### src/rtl/core/rcmap_pkg.sv
// rcmap_pkg: shared types, constants and codes of the refcount allocation map
// no dependencies; used by every file under rtl/core

package rcmap_pkg;

  // field widths
  localparam int IDX_W   = 12;
  localparam int POS_W   = 13;
  localparam int CNT_W   = 2;
  localparam int KIND_W  = 2;

  // saturation limit of the 13-bit counter and hint
  localparam logic [POS_W-1:0] POS_MAX = 13'h1fff;

  // default size and reset value of the entry count
  localparam int ENTRIES_DEFAULT = 4096;
  localparam int RESET_ENTRIES   = 4096;

  // one memory row holds this many 2-bit counts
  localparam int ROW_ENTRIES = 32;
  localparam int SLOT_W      = $clog2(ROW_ENTRIES);
  localparam int ROW_BITS    = ROW_ENTRIES * CNT_W;

  // operation codes
  localparam logic [KIND_W-1:0] KIND_LOOKUP = 2'b00;
  localparam logic [KIND_W-1:0] KIND_SET    = 2'b01;
  localparam logic [KIND_W-1:0] KIND_FIND   = 2'b10;

  // count values with a meaning of their own
  localparam logic [CNT_W-1:0] COUNT_FREE = 2'b00;
  localparam logic [CNT_W-1:0] COUNT_ONE  = 2'b01;

  // sequencer states
  typedef enum logic [2:0] {
    ST_CLEAR,
    ST_IDLE,
    ST_READ,
    ST_MODIFY,
    ST_SCAN_RD,
    ST_SCAN_CHK,
    ST_DONE
  } state_t;

  // request to the counter/hint update logic
  typedef struct packed {
    logic [POS_W-1:0] idx;
    logic             prev_free;
    logic             now_used;
    logic             alloc;
  } upd_req_t;

  // answer of the row scan unit
  typedef struct packed {
    logic              hit;
    logic [SLOT_W-1:0] slot;
  } scan_res_t;

endpackage

### src/rtl/core/rcmap_count_update.sv
// rcmap_count_update: next free counter and search hint after a count change
// depends on rcmap_pkg for the request struct and limits

module rcmap_count_update (
  input  logic [rcmap_pkg::POS_W-1:0] free_cnt,
  input  logic [rcmap_pkg::POS_W-1:0] hint,
  input  rcmap_pkg::upd_req_t         req,
  output logic [rcmap_pkg::POS_W-1:0] free_next,
  output logic [rcmap_pkg::POS_W-1:0] hint_next
);

  always_comb begin
    free_next = free_cnt;
    hint_next = hint;
    // free to used
    if (req.prev_free && req.now_used) begin
      if (free_cnt != '0) free_next = free_cnt - 1'b1;
      if (req.idx == hint && hint != rcmap_pkg::POS_MAX) hint_next = hint + 1'b1;
    end
    // used to free
    if (!req.prev_free && !req.now_used) begin
      if (free_cnt != rcmap_pkg::POS_MAX) free_next = free_cnt + 1'b1;
      if (req.idx < hint) hint_next = req.idx;
    end
    // allocation puts the hint just past the entry
    if (req.alloc) begin
      hint_next = (req.idx == rcmap_pkg::POS_MAX) ? rcmap_pkg::POS_MAX : req.idx + 1'b1;
    end
  end

endmodule

### config.mk
export PLATFORM = sky130hd
export DESIGN_NAME = rcmap_count_update
export DESIGN_NICKNAME = d
export VERILOG_FILES = /design/src/rtl/core/rcmap_pkg.sv /design/src/rtl/core/rcmap_count_update.sv
export SDC_FILE = /design/constraint.sdc
export NUM_CORES = 1
export LEC_CHECK = 0
export ABC_CLOCK_PERIOD_IN_PS = 2350
export BUFFER_PORTS_ARGS = -buffer_cell sky130_fd_sc_hd__buf_4
export CAP_MARGIN = 20
export CORE_MARGIN = 3
export CORE_UTILIZATION = 46
export DETAILED_ROUTE_END_ITERATION = 10
export GPL_TIMING_DRIVEN = 1
export PLACE_DENSITY = 0.79
export SLEW_MARGIN = 5
export SYNTH_ARGS = -nofsm -noshare
export SYNTH_HDL_FRONTEND = slang
export SYNTH_SLANG_ARGS = --single-unit
### constraint.sdc
create_clock -name vclk -period 2.35
set_input_delay 0.3525 -clock vclk [all_inputs]
set_output_delay 0.3525 -clock vclk [all_outputs]
set_load 0.02 [all_outputs]
==> flow_metrics.tcl, run 1 <==
set metrics [dict create \
    die_h_um 64.26 \
    syn_area_sq_um 1561 \
    holdBufCountCts 0 \
    num_rows 20 \
    status "did not finish" \
    portBuffers 68 \
    ys_warn_count 0 \
    stop_error "[ERROR DPL-0038] Utilization greater than 100%, impossible to legalize" \
    synth_nets 295 \
    cts_setup_buffers 11 \
    syn_avg_cell_area_sq_um 6.617 \
    synth_largest_area_cell "ha_1" \
    yosysSeqAreaShare 0 \
    synthTopCellsByArea "ha_1 14%, inv_1 6.5%, xnor2_1 6.2%" \
    ys_types 49 \
    start_util 0.4952 \
    dieWidth_um 64.26 \
    place_congestion 0.8414 \
    dpl.hpwl_mm 6.184 \
    io_pins 68 \
    stop_stage "4_1_cts" \
    yosysTopAreaCellShare 0.1362 \
    synth_cells 236 \
    cts_resized 67 \
]
## synthesized netlist by cell type (2+ instances only)
| library cell | count |
|---|---|
| a21oi_1 | 11 |
| a221oi_1 | 7 |
| a22oi_1 | 3 |
| and2_1 | 2 |
| and3_1 | 7 |
| buf_2 | 3 |
| clkbuf_1 | 6 |
| ha_1 | 17 |
| inv_1 | 27 |
| mux2i_1 | 4 |
| nand2_1 | 21 |
| nand3_1 | 16 |
| nand4_1 | 14 |
| nand4b_1 | 2 |
| nor2_1 | 15 |
| nor3_1 | 5 |
| nor4_1 | 2 |
| o21a_1 | 2 |
| o21ai_0 | 6 |
| o21ai_1 | 2 |
| o221ai_1 | 2 |
| o22ai_1 | 8 |
| o32ai_1 | 4 |
| o41ai_1 | 2 |
| or3_1 | 3 |
| or4_1 | 2 |
| xnor2_1 | 11 |
| xor2_1 | 11 |
## logic make-up after synthesis
| group | synth area share |
|---|---|
| xor gates and xnor gates | 0.1234 |
| and+or+nand+nor | 0.3277 |
| adders and majority gates | 0.1362 |
| buffers and inverters | 0.08894 |
| AOI/OAI and AO/OA | 0.2981 |
| muxes | 0.02564 |
## stage by stage
step           area, sq um  hold WS (ns)  TNS [ns]  std cells  setup WS [ns]
2_1_floorplan         1882        0.7668    -2.613        236        -0.2802
3_3_place_gp          2907         1.019    -5.823        408        -0.3295
3_5_place_dp          2907         1.023    -7.157        408        -0.3923
==> run 2: changes to the inputs <==
--- a/config.mk
+++ b/config.mk
@@ -5,14 +5,14 @@
 export SDC_FILE = /design/constraint.sdc
 export NUM_CORES = 1
 export LEC_CHECK = 0
-export ABC_CLOCK_PERIOD_IN_PS = 2350
+export ABC_CLOCK_PERIOD_IN_PS = 3050
 export BUFFER_PORTS_ARGS = -buffer_cell sky130_fd_sc_hd__buf_4
 export CAP_MARGIN = 20
 export CORE_MARGIN = 3
-export CORE_UTILIZATION = 46
+export CORE_UTILIZATION = 33
 export DETAILED_ROUTE_END_ITERATION = 10
 export GPL_TIMING_DRIVEN = 1
-export PLACE_DENSITY = 0.79
+export PLACE_DENSITY_LB_ADDON = 0.15
 export SLEW_MARGIN = 5
 export SYNTH_ARGS = -nofsm -noshare
 export SYNTH_HDL_FRONTEND = slang
==> constraint.sdc (replaced) <==
create_clock -name vclk -period 3.05
set_input_delay 0.4575 -clock vclk [all_inputs]
set_output_delay 0.4575 -clock vclk [all_outputs]
set_load 0.02 [all_outputs]
==> run 2 against run 1 <==
Effect of this change: the run now ends clean; synthesized cell count is the same; area after synthesis is the same.
==> flow_metrics.tcl, run 2 <==
set metrics [dict create \
    status "completed" \
    dr.pass1.iters 4 \
    start_util 0.3490 \
    ys_types 49 \
    grt-busiest-layer "met2" \
    slew_headroom 0.7445 \
    final_cell_mix "80 x buf_4, 27 x inv_1, 21 x nand2_1" \
    yosys.cell_count.top_type "inv_1" \
    worstPathArrival_ns 2.54 \
    grt_max_degree 14 \
    io_pins 68 \
    hold-worst-slack_ns 1.217 \
    grt_use_met1 0.2889 \
    use_met2 0.3200 \
    antenna_cells 0 \
    portBuffers 68 \
    register_area_sq_um 0 \
    holdBufCountCts 0 \
    viasPerCell 5.769 \
    power_leakage_nw 1.049 \
    die_h_um 74.79 \
    grt_pass1_vias 1879 \
    vias 2077 \
    hold_viol_final 0 \
    antenna_found_initial 0 \
    wirelength_mm 5.603 \
    synth_largest_area_cell "ha_1" \
    synth_commonest_cells "27 x inv_1, 21 x nand2_1, 17 x ha_1, 16 x nand3_1, 15 x nor2_1" \
    setup_ws_ns 0.05291 \
    dpl.hpwl_mm 4.454 \
    syn_area_sq_um 1561 \
    power_mw 0.3117 \
    startpoint "hint[10]" \
    coreArea_sq_um 4474 \
    drive_gt1_frac 0.2955 \
    slew_viol_final 0 \
    grt-ovfl-total 0 \
    area_growth_pct 42.71 \
    p_per_area_nw_per_um2 139.9 \
    hp-start "free_cnt[9]" \
    num_rows 24 \
    wire_per_inst_um 15.56 \
    layout_commonest_cell "buf_4" \
    cp-end-kind "output port" \
    yosysTopAreaCellShare 0.1362 \
    fin_crit_ns 2.997 \
    antenna_left 0 \
    drc_errors 0 \
    synthTopCellsByArea "ha_1 14%, inv_1 6.5%, xnor2_1 6.2%" \
    synth_nets 295 \
    start_kind "input pin" \
    design.seq.count 0 \
    clkbuf_count 0 \
    max_freq_mhz 333.7 \
    grt_pass1_wl_mm 8.790 \
    dp_slack_ns 0.08494 \
    drt_iter0_drc 164 \
    min_period_over_period 0.9827 \
    nets 369 \
    dieArea_sq_um 5594 \
    crit_fanout 7 \
    dieWidth_um 74.79 \
    synth_cells 236 \
    dpl.cell_count 356 \
    hp-class "input pin to output port" \
    use_met3 0.004005 \
    ys_warn_count 0 \
    maxCapViolCount 0 \
    yosysSeqAreaShare 0 \
    place_congestion 0.8211 \
    crit_path_end "hint_next[7]" \
    worst_slew_pin_slew_ns 0.3783 \
    syn_avg_cell_area_sq_um 6.617 \
    grt.total_usage 0.1911 \
    required_ns 2.59 \
    ir_worst_vdd_mv 0.06498 \
    finalSetupViolations 0 \
    critPathKind "input pin to output port" \
    fin_cells 360 \
]
run 2: timing repair:
item                                    4_1_cts  5_1_grt
endpoints found under the setup margin        0        9
hold endpoints to repair                      0        0
gates resized for setup                       0        8
buffers inserted                              0        3
run 2: worst max-delay path: stages:
cell      delay [ns]
buf_4           0.11
inv_1           0.04
ha_1            0.31
nand4_1         0.20
nor4_4          0.36
buf_4           0.22
nand4b_1        0.13
xnor2_1         0.15
a221oi_1        0.35
buf_4           0.21
run 2: worst min path at each step:
stage / to / slack, ns / cells past startpoint
floorplan: free_next[10] / 1.04 / 1
CTS: free_next[9] / 1.22 / 3
global route: free_next[9] / 1.23 / 3
finish: free_next[9] / 1.22 / 3
detailed placement: free_next[9] / 1.22 / 3
global placement: free_next[9] / 1.22 / 3
run 2: layout make-up:
| cell class | instances | area (sq um) |
|---|---|---|
| fillers | 462 | 2246 |
| inverters | 27 | 101.3 |
| multi-input cells | 200 | 1456 |
| well taps | 52 | 65.06 |
| repair buffers | 81 | 605.6 |
run 2: where the power goes:
group	total, mW	switching (mW)	internal, mW
clock	0	0	0
sequential	0	0	0
combinational	0.312	0.172	0.140
run 2: kinds of logic after synthesis:
family,after synthesis,synth area share
mux,4,0.02564
simple gates,96,0.3277
fa+ha+maj,17,0.1362
xor+xnor,22,0.1234
buf+inv,36,0.08894
compound gates,61,0.2981
run 2: per-stage QoR:
stage	util	cell area (sq um)	TNS, ns
floorplan	-	1562	0
global placement	0.4857	2173	0
detailed placement	0.4857	2173	0
CTS	0.4857	2173	0
global route	0.4980	2228	-0.02889
finish	0.4980	2228	0
run 2: layer usage:
layer  share of wire  routed length, um
met3           0.061                344
met1            0.47               2641
met4               0                  0
met5               0                  0
met2            0.47               2616
No activity file was read; power rests on OpenSTA's default activity.
