### src/rtl/core/rcmap_pkg.sv
// rcmap_pkg: shared types, constants and codes of the refcount allocation map
// no dependencies; used by every file under rtl/core

package rcmap_pkg;

  // field widths
  localparam int IDX_W   = 12;
  localparam int POS_W   = 13;
  localparam int CNT_W   = 2;
  localparam int KIND_W  = 2;

  // saturation limit of the 13-bit counter and hint
  localparam logic [POS_W-1:0] POS_MAX = 13'h1fff;

  // default size and reset value of the entry count
  localparam int ENTRIES_DEFAULT = 4096;
  localparam int RESET_ENTRIES   = 4096;

  // one memory row holds this many 2-bit counts
  localparam int ROW_ENTRIES = 32;
  localparam int SLOT_W      = $clog2(ROW_ENTRIES);
  localparam int ROW_BITS    = ROW_ENTRIES * CNT_W;

  // operation codes
  localparam logic [KIND_W-1:0] KIND_LOOKUP = 2'b00;
  localparam logic [KIND_W-1:0] KIND_SET    = 2'b01;
  localparam logic [KIND_W-1:0] KIND_FIND   = 2'b10;

  // count values with a meaning of their own
  localparam logic [CNT_W-1:0] COUNT_FREE = 2'b00;
  localparam logic [CNT_W-1:0] COUNT_ONE  = 2'b01;

  // sequencer states
  typedef enum logic [2:0] {
    ST_CLEAR,
    ST_IDLE,
    ST_READ,
    ST_MODIFY,
    ST_SCAN_RD,
    ST_SCAN_CHK,
    ST_DONE
  } state_t;

  // request to the counter/hint update logic
  typedef struct packed {
    logic [POS_W-1:0] idx;
    logic             prev_free;
    logic             now_used;
    logic             alloc;
  } upd_req_t;

  // answer of the row scan unit
  typedef struct packed {
    logic              hit;
    logic [SLOT_W-1:0] slot;
  } scan_res_t;

endpackage

### src/rtl/core/rcmap_row_scan.sv
// rcmap_row_scan: finds the lowest free count of one memory row inside [lo, hi)
// depends on rcmap_pkg; shared by every step of a find

module rcmap_row_scan (
  input  logic [rcmap_pkg::ROW_BITS-1:0] row_data,
  input  logic [rcmap_pkg::SLOT_W-1:0]   lo,
  input  logic [rcmap_pkg::SLOT_W:0]     hi,
  output rcmap_pkg::scan_res_t           res
);

  logic [rcmap_pkg::ROW_ENTRIES-1:0] free_mask;

  // free entries inside the window
  always_comb begin
    for (int j = 0; j < rcmap_pkg::ROW_ENTRIES; j++) begin
      free_mask[j] = (row_data[j*rcmap_pkg::CNT_W +: rcmap_pkg::CNT_W] == rcmap_pkg::COUNT_FREE)
                     && ((rcmap_pkg::SLOT_W+1)'(j) >= {1'b0, lo})
                     && ((rcmap_pkg::SLOT_W+1)'(j) < hi);
    end
  end

  // lowest set bit wins
  always_comb begin
    res = '0;
    for (int j = rcmap_pkg::ROW_ENTRIES - 1; j >= 0; j--) begin
      if (free_mask[j]) begin
        res.hit  = 1'b1;
        res.slot = rcmap_pkg::SLOT_W'(j);
      end
    end
  end

endmodule

### config.mk
export PLATFORM = sky130hd
export DESIGN_NAME = rcmap_row_scan
export DESIGN_NICKNAME = d
export VERILOG_FILES = /design/src/rtl/core/rcmap_pkg.sv /design/src/rtl/core/rcmap_row_scan.sv
export SDC_FILE = /design/constraint.sdc
export NUM_CORES = 1
export LEC_CHECK = 0
export BUFFER_PORTS_ARGS = -buffer_cell sky130_fd_sc_hd__buf_2
export CAP_MARGIN = 0
export CORE_ASPECT_RATIO = 1.5
export CORE_MARGIN = 1.5
export CORE_UTILIZATION = 51
export DETAILED_ROUTE_END_ITERATION = 12
export GPL_ROUTABILITY_DRIVEN = 0
export PLACE_DENSITY = 0.89
export SKIP_LAST_GASP = 1
export SLEW_MARGIN = 0
export SYNTH_ARGS = -nofsm -noshare
export SYNTH_HDL_FRONTEND = slang
export SYNTH_SLANG_ARGS = --single-unit
### constraint.sdc
create_clock -name vclk -period 4.8
set_input_delay 0.24 -clock vclk [all_inputs]
set_output_delay 0.24 -clock vclk [all_outputs]
set_load 0.02 [all_outputs]
==> results of run 1 <==
-- final cells by class --
type                            count  share of cell area [%]
Tap cell                           37                    2.63
Timing Repair Buffer               81                    23.1
Inverter                            5                    1.07
Multi-Input combinational cell    197                    73.2
-- metrics by stage --
step                      setup WS [ps]  area, sq um  power [mW]
after floorplan                    2500         1390       0.114
after global placement             2300         1760       0.170
after detailed placement           2270         1760       0.174
after CTS                          2270         1760       0.174
after global routing               2120         1760       0.194
final                              2240         1760       0.178
-- how the worst max path moves through the flow --
stage | to | slack [ps] | cells past startpoint
3_5_place_dp | res[5] | 2270 | 8
6_report | res[5] | 2240 | 8
3_3_place_gp | res[5] | 2300 | 8
2_1_floorplan | res[4] | 2500 | 7
4_1_cts | res[5] | 2270 | 8
5_1_grt | res[5] | 2120 | 8
-- logic make-up (layout without fill, tap and decap cells) --
kind of cell / count (synthesis) / after routing / share of synthesized area [%]
AO/OA/AOI/OAI: 104 / 104 / 54.5
AND/OR/NAND/NOR: 93 / 93 / 38.0
buffers and inverters: 24 / 86 / 7.46
-- cells in the mapped netlist, types with 3 or more instances --
cell,instances
sky130_fd_sc_hd__a21oi_1,12
sky130_fd_sc_hd__o21bai_1,5
sky130_fd_sc_hd__nand2_1,13
sky130_fd_sc_hd__a31oi_1,6
sky130_fd_sc_hd__inv_1,5
sky130_fd_sc_hd__o211ai_1,6
sky130_fd_sc_hd__o21ai_1,3
sky130_fd_sc_hd__a311o_1,3
sky130_fd_sc_hd__o31ai_1,7
sky130_fd_sc_hd__a211oi_1,5
sky130_fd_sc_hd__nor3_1,10
sky130_fd_sc_hd__buf_2,5
sky130_fd_sc_hd__o211a_1,3
sky130_fd_sc_hd__nand4_1,3
sky130_fd_sc_hd__nand3_1,5
sky130_fd_sc_hd__and2_1,3
sky130_fd_sc_hd__o21ai_0,18
sky130_fd_sc_hd__nor2_1,25
sky130_fd_sc_hd__clkbuf_1,11
sky130_fd_sc_hd__o21a_1,8
sky130_fd_sc_hd__nand2b_1,3
sky130_fd_sc_hd__o221ai_1,3
sky130_fd_sc_hd__a311oi_1,3
sky130_fd_sc_hd__nor4_1,4
sky130_fd_sc_hd__o2111ai_1,5
-- layout by cell type, fill, tap and decap left out, types with 2 or more instances in the layout --
| master | netlist | layout |
|---|---|---|
| sky130_fd_sc_hd__nand4_1 | 3 | 3 |
| sky130_fd_sc_hd__a211o_1 | 2 | 2 |
| sky130_fd_sc_hd__a211oi_1 | 5 | 5 |
| sky130_fd_sc_hd__or2_2 | 2 | 2 |
| sky130_fd_sc_hd__o211a_1 | 3 | 3 |
| sky130_fd_sc_hd__or3_1 | 2 | 2 |
| sky130_fd_sc_hd__nand4bb_1 | 2 | 2 |
| sky130_fd_sc_hd__a311oi_1 | 3 | 3 |
| sky130_fd_sc_hd__o221ai_1 | 3 | 3 |
| sky130_fd_sc_hd__o21ai_1 | 3 | 3 |
| sky130_fd_sc_hd__a31oi_1 | 6 | 6 |
| sky130_fd_sc_hd__inv_1 | 5 | 5 |
| sky130_fd_sc_hd__nand2_1 | 13 | 13 |
| sky130_fd_sc_hd__o21a_1 | 8 | 8 |
| sky130_fd_sc_hd__a21oi_1 | 12 | 12 |
| sky130_fd_sc_hd__o21bai_1 | 5 | 5 |
| sky130_fd_sc_hd__o21ai_0 | 18 | 18 |
| sky130_fd_sc_hd__or4_1 | 2 | 2 |
| sky130_fd_sc_hd__o221a_2 | 2 | 2 |
| sky130_fd_sc_hd__nand3b_1 | 2 | 2 |
| sky130_fd_sc_hd__nor2b_1 | 2 | 2 |
| sky130_fd_sc_hd__o211ai_1 | 6 | 6 |
| sky130_fd_sc_hd__and2_1 | 3 | 3 |
| sky130_fd_sc_hd__a311o_1 | 3 | 3 |
| sky130_fd_sc_hd__nor3_1 | 10 | 10 |
| sky130_fd_sc_hd__buf_2 | 5 | 81 |
| sky130_fd_sc_hd__and4_1 | 2 | 2 |
| sky130_fd_sc_hd__nand4b_1 | 2 | 2 |
| sky130_fd_sc_hd__o31ai_1 | 7 | 7 |
| sky130_fd_sc_hd__nor4_1 | 4 | 4 |
| sky130_fd_sc_hd__o2111ai_1 | 5 | 5 |
| sky130_fd_sc_hd__a41oi_1 | 2 | 2 |
| sky130_fd_sc_hd__nand2b_1 | 3 | 3 |
| sky130_fd_sc_hd__nor2_1 | 25 | 25 |
| sky130_fd_sc_hd__nand3_1 | 5 | 5 |
-- metal layers --
layer,GRT usage [%],vias up
met1,36.2,973
met2,61.3,156
li1,-,1027
met3,1.63,31
met5,0,-
met4,17.6,0
-- power breakdown --
part | switching, mW | internal (mW) | total (mW)
clock network | 0 | 0 | 0
registers | 0 | 0 | 0
logic | 0.104 | 0.0740 | 0.178
total | 0.104 | 0.0740 | 0.178
-- tightest hold or removal path, cell delays in order --
cell and delay (ps):
sky130_fd_sc_hd__buf_2 70, sky130_fd_sc_hd__or3_1 110, sky130_fd_sc_hd__a21oi_1 70, sky130_fd_sc_hd__nor3_1 120, sky130_fd_sc_hd__a21oi_1 90, sky130_fd_sc_hd__buf_2 150
==> results.md, run 1 <==
Critical path:
- By instance count, the cell type seen most on the critical path is sky130_fd_sc_hd__buf_2.
- The endpoint required time on the critical path is 4560 ps.
- The worst setup path is captured at a primary output.
- The buffers plus inverters on the worst setup path is 2.
- The largest individual stage delay along the critical path comes from the cell sky130_fd_sc_hd__or4_4.
- STA classifies the critical path startpoint as a primary input.
- The dominant delay contributor by cell family on the critical path is simple AND/OR/NAND/NOR gates.
- The biggest cell delay along the critical path is 530 ps.
- The critical path starts at hi[5].
- The maximum net fanout on the critical path is 24.
- The worst setup path is of the primary input to primary output kind.
- The critical path goes through buf_2 > or4_4 > o311ai_1 > a21oi_1 > nor4b_4 > nand4_1 > or2_1 > buf_2.
- For the worst setup path, the data arrival time is ~2300 ps.

Clock tree:
- For this design, the CTS-stage hold fixing added 0 buffers.
- Post-CTS timing repair inserted 0 buffers for setup.
- Post-CTS repair changed the size of 0 cells.

Yosys:
- In this run the biggest area consumer among cell types represents under 10% of the synthesized area.
- sky130_fd_sc_hd__nor2_1 takes more of the synthesized area than any other cell.
- The number of nets in the synthesized netlist is 296.
- The synthesized area is roughly 0.0014 sq mm.
- By area the synthesized netlist is led by sky130_fd_sc_hd__nor2_1 6.7%, sky130_fd_sc_hd__o21ai_0 6.5%, sky130_fd_sc_hd__a21oi_1 4.3%.
- The count of synthesis-stage warnings from yosys is 0.
- After synthesis, flip-flops and latches occupy 0% of the total area.
- The distinct cell type count of the synthesized netlist is 60.
- The average cell area after synthesis is 6.30 sq um.
- After technology mapping, the gate count stands at 221.

Power and ir drop:
- The total power per unit cell area is 101 mW/mm^2.
- The worst-case IR drop observed on VDD is 0.0629 mV.
- The leakage power of the design is ~0.75 nW.

Drt:
- The average detailed-routed wire length per instance is 15.9 um.
- The detailed-router iteration count before antenna repair is 5.
- In the routed design, unresolved DRC markers number 0.
- The via count normalized by instance count is roughly 7.
- The initial detailed-routing violation count is between 100 and 150.
- After detailed routing, the met3 layer carries 449 um of wire.
- In this run the top signal layer used is met4.
- Summed over all nets, wire length on met2 after detailed routing comes to 2630 um.
- The routed wire length is 5100 um.
- The remaining antenna violation count after routing is 0.
- The sum of routed wire segments on met1 is 1780 um.
- The routed layout has around 2,200 vias.

Timing:
- The maximum clock rate is 391 MHz.
- Setup repair after global routing left no endpoint under its margin.
- The post-route fraction of the period consumed by the critical path is 53.3%.
- The worst-case hold slack is 1090 ps.
- At the pin with the least slew margin, the transition time is 658 ps.
- The clock period minus worst slack is 2560 ps.
- The final count of hold timing violations is 0.
- After routing, the total negative slack on setup checks comes to 0 ps.
- The max-slew violation total from the final report is 0.
- The setup violation total in the final timing report is 0.
- The remaining max-slew budget at the tightest pin is approximately 56%.

Layout:
- The area growth from synthesis to final layout is 26.3%.
- The combined flip-flop and latch cell area is 0 sq um.
- The layout filler cell count is 251.
- Counting the clock-network buffers in the layout gives 0.
- The sequential cell count of the final layout is 0.
- Measured on the finished design, the core utilization comes to roughly 67%.
- 0 antenna diodes ended up in the layout.
- The number of non-filler instances in the completed layout is 320.
- The count of nets after finishing is 360.
- The total area of multi-input combinational cells is 0.00129 sq mm.
- Of the cells placed in the final design, the portion with a size suffix greater than 1 is 32.5%.

Floorplan:
- The region available for standard cell placement spans between 0.002 and 0.003 sq mm.
- Once the floorplan was initialized, standard cells occupied 53.1% of the core.
- In this run the horizontal extent of the chip is 45.6 um.
- In this run the count of I/O pins placed on the die edge is 81.
- The area of the die is 0.00306 sq mm.
- The count of standard-cell rows is 23.
- The vertical die dimension is 67.0 um.

Run status:
- The flow ran to the end, and the final reports show no timing, DRC or antenna violations.

Global routing:
- The overall global routing resource usage is between 30% and 40%.
- The via count of the first global-routing pass is about 2,000.
- The pin count of the biggest net entering global routing is 25.
- The first global-routing pass estimated just under 8000 um of wire.
- The initial antenna violation count is 0.
- Global routing finished with a remaining overflow of 0.

Placed design:
- The count of input and output buffers is 81.
- The placed cell count is 320.
- The placed wire-length estimate is between 3000 and 4000 um.

Hold path:
- The hold path startpoint is row_data[31].
- The worst hold path depth is 6.
- For hold timing, the worst endpoint is res[0].
- In this run the worst hold path is classified as primary input to primary output.

Job:
- The count of max-cap constraint violations is 0.
No activity file was read; power rests on OpenSTA's default activity.
==> inputs of run 2 (changes only) <==
Settings changed: CORE_UTILIZATION 51 to 42, PLACE_DENSITY 0.89 to 0.78.
Clock period 4.8 ns to 2.18 ns, I/O delays scaled along.
==> run 2 against run 1 <==
Combinational power increased to 2.6 times the previous value. Worst setup slack lost 2200 ps. Critical path depth did not move. Sequential share of layout area unchanged. Global-route usage decreased by 3.2 points. Routed wire length up 10%. Non-clock buffer count rose by 29. Sequential cell count unchanged. Total power rose to 2.6 times the previous value. Highest routed layer unchanged.
==> results.md, run 2 (synthesis gave the netlist of run 1 again) <==
Run status:
- The run finished with clean final reports.

Layout:
- The final layout contains between 300 and 400 nets.
- Across the whole layout, storage elements account for 0 sq um.
- In the layout the commonest cells are 78 x sky130_fd_sc_hd__buf_2, 28 x sky130_fd_sc_hd__buf_4, 25 x sky130_fd_sc_hd__nor2_1.
- After routing the design area is 0.00206 sq mm.
- The number of antenna diodes in the final layout is 0.
- The library cell used most frequently in the layout, excluding fill and tap cells, is sky130_fd_sc_hd__buf_2.
- The area growth from synthesis to layout is 48.1%.
- In the finished layout, the clock tree contains a buffer count of 0.
- There are 0 flip-flops and latches.
- The fraction of final layout cells with drive strength greater than 1 is 41.7%.
- Cells fill between 60% and 70% of the core in the end.

Clock tree:
- In this run, post-CTS hold repair placed 0 buffers.

Critical path:
- In this design, the critical path's most frequently occurring cell is sky130_fd_sc_hd__buf_6.
- Tracing the worst setup path back leads to its startpoint at hi[1].
- The signal arrival time at the worst endpoint is 2040 ps.
- The buffers plus inverters on the worst setup path is 2.
- The worst setup path is captured at a primary output.
- The kind of cell with the highest combined delay along the critical path is simple AND/OR/NAND/NOR gates.
- The critical path is of the primary input to primary output type.
- The endpoint required time on the critical path is 2070 ps.
- The maximum net fanout on the critical path is 3.
- Traced cell by cell, the critical path runs through buf_6 > or4_4 > o221a_4 > o21a_1 > nor4b_4 > nand4_1 > or2_1 > buf_6.
- The slowest stage of the critical path is the sky130_fd_sc_hd__or4_4 cell.
- The worst setup path is launched from a primary input.
- The largest single stage delay on the critical path is 540 ps.

Timing:
- The remaining max-slew budget at the tightest pin is 66.8%.
- The worst path needs 2150 ps of the cycle, external delays included.
- Setup total negative slack on the finished layout was measured at 0 ps.
- The post-route fraction of the period consumed by the critical path is between 90% and 100%.
- Final hold analysis gives a worst-case slack of 832 ps.
- The max-slew violation total from the final report is 0.
- The slew at the pin closest to its max-slew limit is 493 ps.
- The setup violation total in the final timing report is 0.
- The final count of hold timing violations was 0.
- The maximum clock rate is 465 MHz.
- Setup repair after global routing could not meet its margin everywhere.

Drt:
- The detailed-router iteration count before antenna repair is 6.
- The routed wire length is 5630 um.
- For this block, the initial DRC count from the detailed router was just under 100.
- The via count normalized by instance count is 6.50.
- The routed layout has 2,288 vias.
- The detail route stage leaves a number of antenna-violating nets equal to 0.
- For this run, design rule violations remaining after detail routing come to 0.
- In the final routed layout, each cell accounts on average for 16.0 um.

Hold path:
- For hold timing, the worst endpoint is res[0].
- Counting instances, the worst hold path has a depth of 6.
- The hold path startpoint is row_data[30].
- The kind of path behind the tightest hold check is primary input to primary output.

Global routing:
- Global routing finished with a remaining overflow of 0.
- The initial antenna violation count is 0.
- The pin count of the biggest net entering global routing is 16.
- Global routing used 30.3% of the available tracks.
- The first global-routing pass estimated just over 9000 um of wire.
- The via count of the first global-routing pass is between 2,000 and 2,500.

Floorplan:
- For this design the top-level I/O count stands at 81.
- The initial standard-cell utilization of the core is 44.0%.
- The initialized floorplan defines 25 standard-cell rows.
- The area of the die is roughly 0.0037 sq mm.
- The die is approximately 50 um wide.
- The die is 73.5 um tall.
- After floorplanning, the core was sized to cover 0.00316 sq mm.

Power and ir drop:
- In this run the power density over the cells is 221 mW/mm^2.
- For this design the static power due to leakage is 0.914 nW.
- Across the VDD grid, the largest voltage drop is between 0.1 and 0.15 mV.

Placed design:
- The placed wire-length estimate is 4520 um.
- After detailed placement, the total cell area comes to approximately 0.002 sq mm.
- Input and output buffers added on the ports amount to 81.

Job:
- Max-cap violations in this run came to 0.
[run 2: cell count changes in the layout (fill, tap and decap cells not counted), moves of 3 or more]
| cell | before | now |
|---|---|---|
| sky130_fd_sc_hd__buf_4 | 0 | 28 |
| sky130_fd_sc_hd__buf_2 | 81 | 78 |
| sky130_fd_sc_hd__buf_6 | 0 | 3 |
| sky130_fd_sc_hd__o21ai_0 | 18 | 15 |
| sky130_fd_sc_hd__o21ai_1 | 3 | 6 |
[run 2: report_power, final]
| part | switching [mW] | internal, mW |
|---|---|---|
| clock network | 0 | 0 |
| registers | 0 | 0 |
| logic | 0.248 | 0.208 |
[run 2: metrics by stage]
stage                     setup slack (ps)  power [mW]  std cells
after floorplan                        144       0.252        221
after global placement                21.6       0.418        351
after detailed placement             -4.79       0.427        351
after CTS                            0.632       0.431        351
after global routing                 -40.6       0.494        352
final                                 31.6       0.456        352
[run 2: layout make-up]
cell class	instances	area, sq um
fillers	308	1100
inverters	5	18.8
multi-input cells	197	1340
well taps	40	50.0
repair buffers	110	654
[run 2: routing by layer]
| layer | wire length (um) | global-route usage (%) | vias up | part of all wire (%) |
|---|---|---|---|---|
| li1 | - | - | 1073 | - |
| met1 | 2040 | 34.6 | 1027 | 36 |
| met2 | 2800 | 56.1 | 156 | 50 |
| met3 | 488 | 1.02 | 32 | 8.7 |
| met4 | 303 | 15.4 | 0 | 5.4 |
| met5 | 0 | 0 | - | 0 |
[run 2: how the worst max path moves through the flow]
stage,to,slack [ps],cells past startpoint
after floorplan,res[4],140,7
after global placement,res[5],20,8
after detailed placement,res[5],-5,8
after CTS,res[5],0.6,8
after global routing,res[5],-40,8
final,res[5],30,8
[run 2: repair_timing]
item | 4_1_cts | 5_1_grt
buffers inserted | 0 | 1
gates resized for setup | 2 | 16
endpoints found under the setup margin | 1 | 6
pin swaps | 1 | 7
==> inputs of run 3 (changes only) <==
Settings changed: CORE_ASPECT_RATIO 1.5 to unset.
Clock period 2.18 ns to 1.8 ns, I/O delays scaled along.
==> run 3 against run 2 <==
The run now fails in global routing (5_1_grt). Synthesized cell count stayed put. Area after synthesis stayed put.
==> results.md, run 3 <==
Placed design:
- Once placement completed, the tool counted placed cells totaling 403.
- After legalization and detailed placement, the total HPWL measured 5170 um.
- The count of buffers added on input and output ports is 81.

Yosys:
- The proportion of netlist area held by the largest area contributor is 6.74%.
- The Yosys step of the flow raised 0 warnings.
- By instance count, the leading cell after synthesis is sky130_fd_sc_hd__nor2_1.
- The number of nets handed over by synthesis was 296.
- The register area share after synthesis is 0%.
- Summed over all instances, the cell type with the most area after synthesis is sky130_fd_sc_hd__nor2_1.
- The synthesized instance count is 221.
- The average cell area after synthesis is 6.30 sq um.
- The commonest cells after synthesis are 25 x sky130_fd_sc_hd__nor2_1, 18 x sky130_fd_sc_hd__o21ai_0, 13 x sky130_fd_sc_hd__nand2_1.
- By area the synthesized netlist is led by sky130_fd_sc_hd__nor2_1 6.7%, sky130_fd_sc_hd__o21ai_0 6.5%, sky130_fd_sc_hd__a21oi_1 4.3%.
- The synthesized netlist occupies a cell area of 0.00139 sq mm.
- Yosys mapped the design onto 60 distinct sky130hd cell types.

Timing:
- The kind of the worst endpoint is a primary output.
- The pin ending the worst setup path after global-route repair is res[0].

Floorplan:
- The initial standard-cell utilization of the core is 44.8%.
- Measured along the x axis, the die boundary spans 60.6 um.
- The count of standard-cell rows is 20.
- 81 I/O pins were placed.
- The die is between 60 and 70 um tall.

Run status:
- The tool reported: "[ERROR GRT-0232] Routing congestion too high. Check the congestion heatmap in the GUI".
- The flow halted during global routing (5_1_grt).
- The run stopped with a tool error.

Global routing:
- The total congestion overflow is 23.
- The pin count of the biggest net entering global routing is 20.
- For this run, the total global-route usage over all layers was measured as between 70% and 80%.

Clock tree:
- The hold buffer count at CTS is 0.
-- run 3: cell counts after synthesis --
No cell type changed its count.
-- run 3: timing repair --
action                     4_1_cts
setup buffers                   10
pin swaps                       17
resized for setup               55
setup endpoints to repair        6
hold endpoints to repair         0
-- run 3: per-stage QoR --
stage	util [%]	hold slack (ps)	TNS, ps	worst slack (ps)	area (sq um)
2_1_floorplan	-	598	-199	-97.0	1450
3_3_place_gp	77.0	840	-1470	-339	2390
3_5_place_dp	77.0	840	-1650	-353	2390
4_1_cts	86.8	873	-1120	-310	2690
-- run 3: logic make-up after synthesis --
family / share of synthesized area (%)
AND/OR/NAND/NOR: 38.0
buffers and inverters: 7.46
AO/OA/AOI/OAI: 54.5
-- run 3: layer usage --
metal,overflow,global-route usage (%)
met1,1,69.8
met2,14,91.3
met3,0,52.0
met4,8,72.7
met5,0,7.14
==> inputs of run 4 (changes only) <==
Settings changed: CORE_AREA set to 2 2 63 65, CORE_MARGIN 1.5 to unset, CORE_UTILIZATION 42 to unset, DIE_AREA set to 0 0 65 67, PLACE_DENSITY 0.78 to unset, PLACE_DENSITY_LB_ADDON set to 0.15.
Clock period 1.8 ns to 2.34 ns, I/O delays scaled along.
==> run 4 against run 3 <==
The run now ends clean.
==> results.md, run 4 (synthesis gave the netlist of run 1 again) <==
Run status:
- The flow ran to the end, and the final reports show no timing, DRC or antenna violations.

Drt:
- The via count normalized by instance count is 6.03.
- The routed wire length is ~5300 um.
- Before antenna repair, the detailed router went through 4 iterations.
- Detailed routing inserted a total of 2,122 vias.
- After detailed routing, the average wire length per cell comes to 15.1 um.
- The first routing iteration left 169 violations.
- The count of nets left with antenna violations once routing finished came out at 0.
- For this run, design rule violations remaining after detail routing come to 0.

Floorplan:
- Row generation in the floorplan step produced 22 rows.
- The initial standard-cell utilization of the core is 38.6%.
- During I/O placement, the number of pins put on the boundary was approximately 80.
- The die covers 0.00436 sq mm.
- The floorplan step set the die width to 65 um.
- In this run the vertical extent of the chip is 67 um.
- The floorplan step defined a core boundary enclosing 0.00361 sq mm.

Critical path:
- The worst setup path is of the primary input to primary output kind.
- The worst setup path is launched from a primary input.
- The signal arrival time at the worst endpoint is 2170 ps.
- The library cell appearing most often on the critical path is sky130_fd_sc_hd__buf_2.
- Along the worst path, the maximum fanout reaches 19.
- Walking the worst path, the cells encountered are buf_2 > or4_1 > o21a_1 > o21ai_1 > a21boi_1 > nand4_1 > or2_1 > buf_2.
- For this run, the slowest stage of the critical path takes 640 ps.
- STA classifies the critical path endpoint as a primary output.
- The worst-path cell with the longest stage delay is sky130_fd_sc_hd__or4_1.
- The endpoint required time on the critical path is between 2000 and 2500 ps.

Timing:
- Headroom to the max-slew limit came out at 65.1%.
- The maximum clock rate is 438 MHz.
- The final critical path takes up 97.5% of the cycle.
- At the pin with the least slew margin, the transition time is 519 ps.
- The routed design could run at a clock period as short as 2280 ps.
- The final count of hold timing violations is 0.
- Setup violations remaining at the end of the flow were counted as 0.
- The max-slew violation total from the final report is 0.
- Setup repair after global routing could not meet its margin everywhere.

Power and ir drop:
- For this design the total switching power over the nets is 0.219 mW.
- Combinational cells account for 100.0% of the total power.
- The overall power is 0.393 mW.
- The clock network burns 0% of the power.
- The peak supply drop is 0.0975 mV.
- The internal power of the cells totals 0.174 mW.
- The switching share of total power is 55.7%.
- The share of total power dissipated in sequential elements is 0%.
- The analysis attributes to cell leakage a power of 0.858 nW.
- For this design the ratio of total power to cell area is 202 mW/mm^2.

Layout:
- The leading cell type in the layout, fill and taps excluded is sky130_fd_sc_hd__buf_2.
- The final instance area is 0.00194 sq mm.
- Of the cells placed in the final design, the portion with a size suffix greater than 1 is about two fifths.
- The area growth from synthesis to final layout is 39.7%.
- The repair_antennas step left the layout with diodes totalling 0.
- The layout filler cell count is 398.
- Leaving out fill and tap cells, the most frequent cells in the layout are 81 x sky130_fd_sc_hd__buf_2, 24 x sky130_fd_sc_hd__nor2_1, 21 x sky130_fd_sc_hd__buf_4.
- The combined flip-flop and latch cell area is 0 sq um.
- The count of clock buffers in the final design is 0.
- In the final design database the tool counted 381 nets.
- The sequential cell count of the final layout is 0.

Global routing:
- The total congestion overflow is 0.
- The first global-routing pass estimated ~8600 um of wire.
- The initial antenna violation count is 0.
- The overall global routing resource usage is 24.6%.
- The pin count of the biggest net entering global routing is 20.
- The via count of the first global-routing pass was 1,885.

Clock tree:
- The number of hold buffers added after CTS was 0.
- The number of setup buffers added after CTS is 0.
- After clock tree synthesis, the repair step resized 0 gates.

Hold path:
- The kind of path behind the tightest hold check is primary input to primary output.
- The terminating pin of the worst hold path is res[0].
- The hold path startpoint is row_data[30].
- The worst hold path depth is 6.

Job:
- The count of max-cap constraint violations is 0.

Placed design:
- The count of input and output buffers is 81.
- The placed wire-length estimate is about 4300 um.
- The instance area after placement is 0.00193 sq mm.
## run 4: power by group through the flow
stage               clock (mW)  combinational [mW]  sequential [mW]
finish                       0               0.393                0
global route                 0               0.431                0
CTS                          0               0.388                0
detailed placement           0               0.385                0
global placement             0               0.384                0
floorplan                    0               0.234                0
## run 4: layout make-up
| cell class | instances | area (sq um) | area share [%] |
|---|---|---|---|
| inverter | 5 | 18.8 | 0.965 |
| multi-input combinational | 197 | 1300 | 67.0 |
| tap | 48 | 60.1 | 3.09 |
| timing repair buffer | 102 | 563 | 29.0 |
## run 4: critical path: cells and delay by family
family / cells / cell delay, ps
compound gates: 3 / 680
buf+inv: 2 / 350
simple gates: 3 / 1010
## run 4: worst max path at each step
stage,start,to,slack (ps),depth (start not counted)
floorplan,hi[0],res[4],290,7
global placement,hi[1],res[5],110,8
detailed placement,hi[1],res[5],60,8
CTS,hi[1],res[5],50,8
global route,hi[3],res[5],-50,8
finish,hi[4],res[5],60,8
## run 4: per-layer routing
metal | up-vias | global-route usage (%) | routed length (um)
met1 | 955 | 32.6 | 2380
li1 | 1055 | - | -
met5 | - | 0 | 0
met4 | 0 | 4.52 | 94
met3 | 8 | 1.18 | 396
met2 | 104 | 44.3 | 2430
## run 4: metrics by stage
step                setup TNS [ps]  setup slack (ps)  hold slack (ps)  utilization [%]  cells
finish                           0              57.8              849             53.9    352
global route                 -54.4             -54.4              892             53.9    352
CTS                              0              55.0              846             53.5    352
detailed placement               0              61.4              839             53.5    352
global placement                 0               107              843             53.5    352
floorplan                        0               288              642                -    221
